`src/rtl/iar_pkg.sv`:
```
package iar_pkg;

  localparam int unsigned VALUE_BITS_DEF = 64;
  localparam int unsigned DATA_W         = 64;
  localparam int unsigned MODE_W         = 3;
  localparam int unsigned CHAR_W         = 8;

  // mode codes
  localparam logic [MODE_W-1:0] MODE_OCT  = 3'd0;
  localparam logic [MODE_W-1:0] MODE_HEXL = 3'd1;
  localparam logic [MODE_W-1:0] MODE_HEXU = 3'd2;
  localparam logic [MODE_W-1:0] MODE_UDEC = 3'd3;
  localparam logic [MODE_W-1:0] MODE_SDEC = 3'd4;

  localparam logic [CHAR_W-1:0] ASCII_ZERO  = 8'h30;
  localparam logic [CHAR_W-1:0] ASCII_LA    = 8'h61;
  localparam logic [CHAR_W-1:0] ASCII_UA    = 8'h41;
  localparam logic [CHAR_W-1:0] ASCII_MINUS = 8'h2D;

  typedef enum logic [1:0] {
    RADIX_OCT,
    RADIX_HEX,
    RADIX_DEC
  } radix_e;

  // commands from the sequencer to the digit chain
  typedef struct packed {
    logic load;   // clear digits, take new magnitude
    logic step;   // shift one magnitude bit into the chain
    logic shift;  // move digits up by one place (top digit consumed)
  } dig_cmd_t;

  function automatic logic [CHAR_W-1:0] digit_char(input logic [3:0] d, input logic upper);
    logic [CHAR_W-1:0] c;
    if (d < 4'd10) begin
      c = ASCII_ZERO + {4'd0, d};
    end else if (upper) begin
      c = ASCII_UA + {4'd0, d} - 8'd10;
    end else begin
      c = ASCII_LA + {4'd0, d} - 8'd10;
    end
    return c;
  endfunction

endpackage

```
`src/rtl/iar_digits.sv`:
```
module iar_digits #(
  parameter int unsigned VALUE_BITS = iar_pkg::VALUE_BITS_DEF
) (
  input  logic                    clk_i,
  input  logic                    rst_ni,
  input  iar_pkg::dig_cmd_t       cmd_i,
  input  iar_pkg::radix_e         radix_i,
  input  logic [VALUE_BITS-1:0]   mag_i,
  output logic [3:0]              top_digit_o
);

  localparam int unsigned OctDigits = (VALUE_BITS + 2) / 3;
  localparam int unsigned DecDigits = (VALUE_BITS * 30103) / 100000 + 1;
  localparam int unsigned NumDigits = (OctDigits > DecDigits) ? OctDigits : DecDigits;

  logic [VALUE_BITS-1:0]  bits_q;
  logic [NumDigits-1:0][3:0] digs_q;
  logic [NumDigits-1:0][3:0] stepped;
  logic [NumDigits-1:0]      carry;
  iar_pkg::radix_e           radix_q;

  // One chain step: decimal digits take add-3 correction, octal digits are
  // 3 bits wide, hex digits shift plainly. Carry out of each digit depends
  // on that digit alone, so the loop is over independent slices.
  always_comb begin
    logic [3:0] adj;
    logic       cin;
    stepped = '0;
    carry   = '0;
    for (int i = 0; i < NumDigits; i++) begin
      adj = digs_q[i];
      if (radix_q == iar_pkg::RADIX_DEC && digs_q[i] >= 4'd5) begin
        adj = digs_q[i] + 4'd3;
      end
      cin = (i == 0) ? bits_q[VALUE_BITS-1] : carry[(i == 0) ? 0 : i-1];
      if (radix_q == iar_pkg::RADIX_OCT) begin
        carry[i]   = digs_q[i][2];
        stepped[i] = {1'b0, digs_q[i][1:0], cin};
      end else begin
        carry[i]   = adj[3];
        stepped[i] = {adj[2:0], cin};
      end
    end
  end

  always_ff @(posedge clk_i or negedge rst_ni) begin
    if (!rst_ni) begin
      radix_q <= iar_pkg::RADIX_DEC;
    end else if (cmd_i.load) begin
      radix_q <= radix_i;
    end
  end

  always_ff @(posedge clk_i) begin
    if (cmd_i.load) begin
      bits_q <= mag_i;
      digs_q <= '0;
    end else if (cmd_i.step) begin
      bits_q <= {bits_q[VALUE_BITS-2:0], 1'b0};
      digs_q <= stepped;
    end else if (cmd_i.shift) begin
      digs_q <= {digs_q[NumDigits-2:0], 4'd0};
    end
  end

  assign top_digit_o = digs_q[NumDigits-1];

endmodule

```
`src/rtl/iar_ctrl.sv`:
```
module iar_ctrl #(
  parameter int unsigned VALUE_BITS = iar_pkg::VALUE_BITS_DEF
) (
  input  logic                         clk_i,
  input  logic                         rst_ni,
  input  logic                         s_valid_i,
  output logic                         s_ready_o,
  input  logic [iar_pkg::MODE_W-1:0]   s_mode_i,
  input  logic [iar_pkg::DATA_W-1:0]   s_value_i,
  input  logic [3:0]                   top_digit_i,
  output iar_pkg::dig_cmd_t            cmd_o,
  output iar_pkg::radix_e              radix_o,
  output logic [VALUE_BITS-1:0]        mag_o,
  output logic                         m_valid_o,
  input  logic                         m_ready_i,
  output logic [iar_pkg::CHAR_W-1:0]   m_char_o,
  output logic                         m_last_o
);

  localparam int unsigned OctDigits = (VALUE_BITS + 2) / 3;
  localparam int unsigned DecDigits = (VALUE_BITS * 30103) / 100000 + 1;
  localparam int unsigned NumDigits = (OctDigits > DecDigits) ? OctDigits : DecDigits;
  localparam int unsigned DW        = $clog2(NumDigits);
  localparam int unsigned BW        = $clog2(VALUE_BITS);

  typedef enum logic [2:0] {
    S_IDLE,
    S_CONV,
    S_SIGN,
    S_SKIP,
    S_EMIT
  } state_e;

  state_e                      state_q;
  logic [BW-1:0]               bit_cnt_q;
  logic [DW-1:0]               dig_cnt_q;
  logic                        neg_q;
  logic                        upper_q;
  logic                        m_valid_q;
  logic [iar_pkg::CHAR_W-1:0]  m_char_q;
  logic                        m_last_q;

  logic [VALUE_BITS-1:0] val;
  logic                  neg;
  logic                  accept;
  logic                  slot_free;
  logic                  emit;
  logic                  dig_last;
  logic                  top_zero;

  assign val       = s_value_i[VALUE_BITS-1:0];
  assign neg       = (s_mode_i == iar_pkg::MODE_SDEC) && val[VALUE_BITS-1];
  assign mag_o     = neg ? (~val + VALUE_BITS'(1)) : val;
  assign s_ready_o = (state_q == S_IDLE);
  assign accept    = s_ready_o && s_valid_i;
  assign slot_free = !m_valid_q || m_ready_i;
  // a new beat is loaded into the output register this cycle
  assign emit      = slot_free && ((state_q == S_SIGN) || (state_q == S_EMIT));
  assign dig_last  = (dig_cnt_q == DW'(NumDigits - 1));
  assign top_zero  = (top_digit_i == 4'd0);

  always_comb begin
    unique case (s_mode_i) inside
      iar_pkg::MODE_OCT:                    radix_o = iar_pkg::RADIX_OCT;
      iar_pkg::MODE_HEXL, iar_pkg::MODE_HEXU: radix_o = iar_pkg::RADIX_HEX;
      default:                              radix_o = iar_pkg::RADIX_DEC;
    endcase
  end

  always_comb begin
    cmd_o       = '0;
    cmd_o.load  = accept;
    cmd_o.step  = (state_q == S_CONV);
    cmd_o.shift = ((state_q == S_SKIP) && top_zero && !dig_last) ||
                  ((state_q == S_EMIT) && slot_free);
  end

  always_ff @(posedge clk_i or negedge rst_ni) begin
    if (!rst_ni) begin
      state_q   <= S_IDLE;
      bit_cnt_q <= '0;
      dig_cnt_q <= '0;
      neg_q     <= 1'b0;
      upper_q   <= 1'b0;
      m_valid_q <= 1'b0;
      m_char_q  <= '0;
      m_last_q  <= 1'b0;
    end else begin
      if (m_valid_q && m_ready_i && !emit) begin
        m_valid_q <= 1'b0;
      end
      unique case (state_q)
        S_IDLE: begin
          if (s_valid_i) begin
            neg_q     <= neg;
            upper_q   <= (s_mode_i == iar_pkg::MODE_HEXU);
            bit_cnt_q <= BW'(VALUE_BITS - 1);
            dig_cnt_q <= '0;
            state_q   <= S_CONV;
          end
        end
        S_CONV: begin
          bit_cnt_q <= bit_cnt_q - 1'b1;
          if (bit_cnt_q == '0) begin
            state_q <= neg_q ? S_SIGN : S_SKIP;
          end
        end
        S_SIGN: begin
          if (slot_free) begin
            m_valid_q <= 1'b1;
            m_char_q  <= iar_pkg::ASCII_MINUS;
            m_last_q  <= 1'b0;
            state_q   <= S_SKIP;
          end
        end
        S_SKIP: begin
          if (top_zero && !dig_last) begin
            dig_cnt_q <= dig_cnt_q + 1'b1;
          end else begin
            state_q <= S_EMIT;
          end
        end
        S_EMIT: begin
          if (slot_free) begin
            m_valid_q <= 1'b1;
            m_char_q  <= iar_pkg::digit_char(top_digit_i, upper_q);
            m_last_q  <= dig_last;
            dig_cnt_q <= dig_cnt_q + 1'b1;
            if (dig_last) begin
              state_q <= S_IDLE;
            end
          end
        end
        default: state_q <= S_IDLE;
      endcase
    end
  end

  assign m_valid_o = m_valid_q;
  assign m_char_o  = m_char_q;
  assign m_last_o  = m_last_q;

endmodule

```
`src/rtl/integer_to_ascii_radix_unit.sv`:
```
// Channel | Dir | Ports                       | Contents
// s       | in  | s_tvalid_i/s_tready_o       | tuser: mode[2:0]; tdata: value[63:0]
// m       | out | m_tvalid_o/m_tready_i       | tdata: char_code[7:0]; tlast: last
//
// Per value: accept, VALUE_BITS conversion steps (one magnitude bit shifted
// into the digit chain per cycle), a minus sign for a negative value, the
// leading zero digit places skipped one by one, then one character per beat.
// One value in flight; s_tready_o rises again once the last character is in
// the output register, so the next value overlaps that final beat.
// Output stalls hold the sequencer; rst_ni clears control state only.
module integer_to_ascii_radix_unit #(
  parameter int unsigned VALUE_BITS = iar_pkg::VALUE_BITS_DEF
) (
  input  logic                        clk_i,
  input  logic                        rst_ni,
  input  logic                        s_tvalid_i,
  output logic                        s_tready_o,
  input  logic [iar_pkg::DATA_W-1:0]  s_tdata_i,   // value[63:0]
  input  logic [iar_pkg::MODE_W-1:0]  s_tuser_i,   // mode[2:0]
  output logic                        m_tvalid_o,
  input  logic                        m_tready_i,
  output logic [iar_pkg::CHAR_W-1:0]  m_tdata_o,   // char_code[7:0]
  output logic                        m_tlast_o
);

  iar_pkg::dig_cmd_t     cmd;
  iar_pkg::radix_e       radix;
  logic [VALUE_BITS-1:0] mag;
  logic [3:0]            top_digit;

  // Sequencer: takes the value, forms the magnitude (two's complement
  // negation for a negative signed value), counts conversion steps, drops
  // leading zeros and drives the output register.
  iar_ctrl #(
    .VALUE_BITS (VALUE_BITS)
  ) u_ctrl (
    .clk_i       (clk_i),
    .rst_ni      (rst_ni),
    .s_valid_i   (s_tvalid_i),
    .s_ready_o   (s_tready_o),
    .s_mode_i    (s_tuser_i),
    .s_value_i   (s_tdata_i),
    .top_digit_i (top_digit),
    .cmd_o       (cmd),
    .radix_o     (radix),
    .mag_o       (mag),
    .m_valid_o   (m_tvalid_o),
    .m_ready_i   (m_tready_i),
    .m_char_o    (m_tdata_o),
    .m_last_o    (m_tlast_o)
  );

  // Digit chain: bit-serial radix conversion (add-3 for decimal), then
  // shifts digits up so the most significant one reaches the top.
  iar_digits #(
    .VALUE_BITS (VALUE_BITS)
  ) u_digits (
    .clk_i       (clk_i),
    .rst_ni      (rst_ni),
    .cmd_i       (cmd),
    .radix_i     (radix),
    .mag_i       (mag),
    .top_digit_o (top_digit)
  );

  // once a value is taken the unit is busy until its text is produced
  a_busy_after_accept: assert property (@(posedge clk_i) disable iff (!rst_ni)
    (s_tvalid_i && s_tready_o) |=> !s_tready_o)
    else $error("input ready straight after accepting a value");

  // the minus sign always has digits after it
  a_minus_not_last: assert property (@(posedge clk_i) disable iff (!rst_ni)
    (m_tvalid_o && m_tdata_o == iar_pkg::ASCII_MINUS) |-> !m_tlast_o)
    else $error("minus sign flagged as last character");

  // only digits, letters a-f / A-F and minus ever leave
  a_char_legal: assert property (@(posedge clk_i) disable iff (!rst_ni)
    m_tvalid_o |-> ((m_tdata_o >= 8'h30 && m_tdata_o <= 8'h39) ||
                    (m_tdata_o >= 8'h61 && m_tdata_o <= 8'h66) ||
                    (m_tdata_o >= 8'h41 && m_tdata_o <= 8'h46) ||
                    (m_tdata_o == iar_pkg::ASCII_MINUS)))
    else $error("illegal character code on output");

  // while the last character of a value waits, no new value's text starts
  a_last_blocks: assert property (@(posedge clk_i) disable iff (!rst_ni)
    (m_tvalid_o && !m_tready_i && s_tready_o) |=> (m_tvalid_o && m_tlast_o))
    else $error("final character lost while idle");

endmodule
```
`config.mk`:
```
export PLATFORM = sky130hd
export DESIGN_NAME = integer_to_ascii_radix_unit
export DESIGN_NICKNAME = d
export VERILOG_FILES = /design/src/rtl/iar_pkg.sv /design/src/rtl/iar_digits.sv /design/src/rtl/iar_ctrl.sv /design/src/rtl/integer_to_ascii_radix_unit.sv
export SDC_FILE = /design/constraint.sdc
export NUM_CORES = 1
export LEC_CHECK = 0
export ABC_AREA = 0
export BUFFER_PORTS_ARGS = -buffer_cell sky130_fd_sc_hd__buf_2
export CAP_MARGIN = 10
export CORE_MARGIN = 3
export CORE_UTILIZATION = 47
export CTS_BUF_LIST = sky130_fd_sc_hd__clkbuf_4
export DETAILED_ROUTE_END_ITERATION = 8
export HOLD_SLACK_MARGIN = 0.05
export PLACE_DENSITY_LB_ADDON = 0.25
export SLEW_MARGIN = 20
export SYNTH_ARGS = -nofsm -noshare
export SYNTH_HDL_FRONTEND = slang
export SYNTH_HIERARCHICAL = 1
export SYNTH_SLANG_ARGS = --single-unit
```
`constraint.sdc`:
```
create_clock -name clk_i -period 4.3 [get_ports clk_i]
set_clock_uncertainty 0.15 [all_clocks]
set_input_delay 0.215 -clock clk_i [delete_from_list [all_inputs] [get_ports clk_i]]
set_output_delay 0.215 -clock clk_i [all_outputs]
set_load 0.01 [all_outputs]
```
==> results list <==
* Slew Limit Headroom: 0.3648
* Sequential-to-total area share from yosys stat: 0.3605
* Internal Pwr Total: 4.578 mW
- Uppermost metal layer occupied by signal nets: met4
- CP top delay family: buffers and inverters
- Hold timing on the final database bottoms out at a slack of 0.3426 ns.
- The worst setup path is captured at a flip-flop.
- Of the post-synthesis cell area, the dominant cell type holds 0.1589.
* Run status: finished clean
- Of the total power, registers draw 0.422.
- Area after DPL: 0.01267 mm2
* Mapped Avg Cell Area: 9.122 um2
* Via count of the first global-routing pass: 9857
- Inserted Clock Buffers: 17
- Number of clock sinks: 179
* Dpl cells: 1667
* Synth Instances: 1326
- Summing internal, switching and leakage power gives 7.732 mW.
- After floorplanning, the core was divided into 58 placement rows.
* Vertical die dimension: 166.4 um
* Logic depth of the worst register-to-register path: 11
* Prevailing post-synth register cell: dfxtp_1
- The area growth from synthesis to layout is 14.09%.
- The synthesized design spends more area on one cell type than any other, namely edfxtp_1.
* Violation count after the first detailed-route iteration: 823
- After routing, the total negative slack on setup checks comes to 0 ns.
- Slowest cell on crit path: buf_4
- The number of buffers and inverters on the critical path is 4.
- Wire length of the first global-routing pass: 48730 um
* Fraction of final layout cells with drive strength greater than 1: 0.1945
* Number of enable flip-flop cells after synthesis: 64
* Kind of start point of the critical path: flip-flop
* Largest net degree at the start of global routing: 86
- WHS Endpoint: u_digits/bits_q[0]$_SDFFCE_PN0P_
- Post-CTS timing repair inserted 0 buffers for setup.
- Hold violation total from the final report: 0
- Timing analysis after detailed placement gives a worst setup slack of 0.9172 ns.
* Clock-pin slew on the worst setup and hold paths: 0.20 ns
- With fillers left out, the area of the finished cells amounts to 0.01380 mm2.
- Total met2 wirelength after detailed routing: 14040 um
- Cells along the critical path: ha_1 -> and4b_1 -> nand4b_1 -> inv_1 -> nor2_1 -> clkinv_2 -> buf_4 -> buf_4 -> mux2_2 -> o21ai_0 -> a21oi_1
* Post-detailed-placement half-perimeter wirelength: 17820 um
- In the routed layout, each cell is associated on average with a via count of 5.821.
- Crit Path Max Fanout: 76
* Number of instances on the worst hold path: 3
- Launch instance of the worst min-delay path: s_tdata_i[0]
- Switching pwr: 3.154 mW
- Final layout net count: 1559
- 82 I/O pins were placed.
* Aggregate routed wire length: 29020 um
- Global route total overflow: 0
* Synthesized net count: 1448
* Fmax: 0.2869 GHz
- Launching point of the worst reg2reg path: u_ctrl/dig_cnt_q[0]$_DFFE_PN0P_
* CTS Root Cell: clkbuf_4
- Peak supply drop: 0.2865 mV
* Top area cells in the synthesized netlist: edfxtp_1 16%, dfxtp_1 15%, mux2_2 9.7%
- Endpoint of the worst-slack reg-to-reg timing path: u_digits/digs_q[78]$_SDFFE_PP0P_
* Post-layout minimum cycle time: 3.486 ns
- Setup repair after global routing left no endpoint under its margin.
- Clk pwr share: 0.134
* Share of the core filled with cells in the final layout: 0.5464
* Final cell count without fillers: 1781
* Setup slack of the worst register-to-register path: 0.81 ns
* Drt wl/cell: 16.29 um
* Maximum buffer depth of the clock tree: 2
- For this block, the via count after detailed routing is 10367.
* Clock tree from TritonCTS: built
* Final weighted congestion in routability-driven placement: 0.8594
* Async set or reset register ratio after synthesis: 0.1508
- The floorplan step defined a die boundary enclosing 0.02770 mm2.
- Tot GR Track Use: 0.2057
- Part of the power in combinational logic: 0.444
- In the finished design, the share of the clock period the worst path needs comes to 0.8107.
* Antenna Nets Post-Route: 0
* Initial core utilization: 0.4789
- I/O Buffers: 80
* Residual DRC: 0
- Met3 wire length: 1314 um
- The first detailed-routing pass ran for 6 iterations.
* Total of endpoints with negative setup slack in the final report: 0
* Area of the mapped netlist: 0.01210 mm2
- The clock tree synthesis step divided the H-tree into 4 levels.
* MaxCap Viol Count: 0
- Pwr per Cell Area: 560.3 mW/mm2
- Antenna violations before repair: 1
- Type of the worst setup path: reg2reg
- The netlist uses 65 different library cells.
- The count of final max-slew check failures came to 0.
- Setup WS post-layout: 0.8141 ns
- Most used cell, CP: buf_4
- The region available for standard cell placement spans 0.02525 mm2.
* Worst endpoint data arrival time: 3.79 ns
- Proportion of total power due to net switching: 0.4079
* Source-to-sink clock delay at the later pin of the worst-skew pair: 0.59 ns
- Leakage power total: 5.519 nW
- Largest stage delay on the critical path: 0.60 ns
* YS warnings: 6
* Horizontal extent of the die: 166.4 um
- After detailed routing, the wire length on met1 is 13220 um.
- Flops & latches, synth: 179
- Data on the critical path is required at its endpoint by 4.61 ns.
- Slew at the pin with the worst max-slew slack: 0.9527 ns
- Hold Crit Class: in2reg
## cell type report
type	instances	area (um2)
repair buffers	178	1374
inverters	84	319.1
clock inverters	15	175.2
diodes	1	2.502
clock buffers	17	127.6
flip-flops and latches	179	4360
well taps	330	412.9
multi-input cells	977	7028
fillers	2305	11450
## per-layer routing
metal | vias to the layer above | track usage
li1 | 5093 | -
met1 | 4964 | 0.2741
met2 | 268 | 0.3530
met3 | 42 | 0.02896
met4 | 0 | 0.05452
met5 | - | 0
## worst max path at each step
| stage | end | from | cells after the start |
|---|---|---|---|
| 5_1_grt | u_digits/digs_q[54]$_SDFFE_PP0P_ | u_ctrl/state_q[0]$_DFFE_PN0P_ | 10 |
| 6_report | u_digits/digs_q[78]$_SDFFE_PP0P_ | u_ctrl/dig_cnt_q[0]$_DFFE_PN0P_ | 11 |
| 2_1_floorplan | u_digits/digs_q[60]$_SDFFE_PP0P_ | u_ctrl/state_q[2]$_DFFE_PN0P_ | 11 |
| 4_1_cts | u_digits/digs_q[78]$_SDFFE_PP0P_ | u_ctrl/dig_cnt_q[0]$_DFFE_PN0P_ | 11 |
| 3_3_place_gp | u_digits/digs_q[54]$_SDFFE_PP0P_ | u_ctrl/dig_cnt_q[0]$_DFFE_PN0P_ | 11 |
| 3_5_place_dp | u_digits/digs_q[78]$_SDFFE_PP0P_ | u_ctrl/dig_cnt_q[0]$_DFFE_PN0P_ | 11 |
## state kept, by name (all words and copies together) (netlist names)
register	cells
u_digits/digs_q	84
u_digits/bits_q	64
u_ctrl/m_char_o	7
u_ctrl/bit_cnt_q	6
u_ctrl/dig_cnt_q	5
u_digits/top_digit_o	4
u_ctrl/state_q	3
u_digits/radix_q	2
u_ctrl/m_last_o	1
u_ctrl/m_valid_o	1
u_ctrl/neg_q	1
u_ctrl/upper_q	1
## cells in the mapped netlist (10+ instances only)
library cell  number
nor3_1            17
a21oi_1          133
o21ai_0          124
o41ai_1           14
o21a_1            21
dfrtp_1           26
clkbuf_1          57
nor2_1            86
dfxtp_1           88
a221oi_1          20
inv_1             84
o221a_1           21
or4_1             25
a31oi_1           19
nand2_1           93
edfxtp_1          64
xnor2_1           47
nand2b_1          10
a211oi_2          19
nor4_1            13
ha_1              51
mux2_2           104
xor2_1            38
nand3_1           23
## power by group through the flow
| stage | Sequential [mW] | Clock [mW] | Combinational, mW |
|---|---|---|---|
| final | 3.27 | 1.04 | 3.43 |
| after global routing | 3.39 | 1.14 | 3.87 |
| after detailed placement | 3.30 | 0 | 3.36 |
| after global placement | 3.28 | 0 | 3.25 |
| after CTS | 3.26 | 1.07 | 3.43 |
| after floorplan | 3.07 | 0 | 2.79 |
## cell families (layout without fill, tap and decap cells)
family,Yosys count,in the layout,share of synthesized area
AO/OA/AOI/OAI,415,415,0.2295
AND/OR/NAND/NOR,315,315,0.1340
flip-flops,179,179,0.3605
buffers and inverters,170,294,0.05958
multiplexers,110,110,0.1018
XOR/XNOR,85,85,0.06155
adder cells (fa/ha/maj),51,51,0.05276
other,1,2,0.0003100
## cells in the final DEF, fill, tap and decap left out, types with 20 or more instances in the layout
master         netlist  layout
a21oi_1            133     133
a221oi_1            20      20
buf_2                6      80
dfrtp_1             26      26
dfxtp_1             88      88
dlygate4sd3_1        0      80
edfxtp_1            64      64
ha_1                51      51
inv_1               84      81
mux2_2             104     104
nand2_1             93      93
nand3_1             23      23
nor2_1              86      85
o21a_1              21      21
o21ai_0            124     123
o221a_1             21      21
or4_1               25      25
xnor2_1             47      47
xor2_1              38      38
## worst register-to-register path, stage by stage, from the launching register on
cell and delay, ns:
dfrtp_1 0.47, ha_1 0.21, and4b_1 0.20, nand4b_1 0.30, inv_1 0.14, nor2_1 0.10
clkinv_2 0.07, buf_4 0.60, buf_4 0.56, mux2_2 0.38, o21ai_0 0.14, a21oi_1 0.05
## what timing repair did
item / CTS / global route
resized for setup: 0 / 0
endpoints found under the hold margin: 101 / 0
hold buffers: 81 / 0
Power figures use the tool's default switching activity.
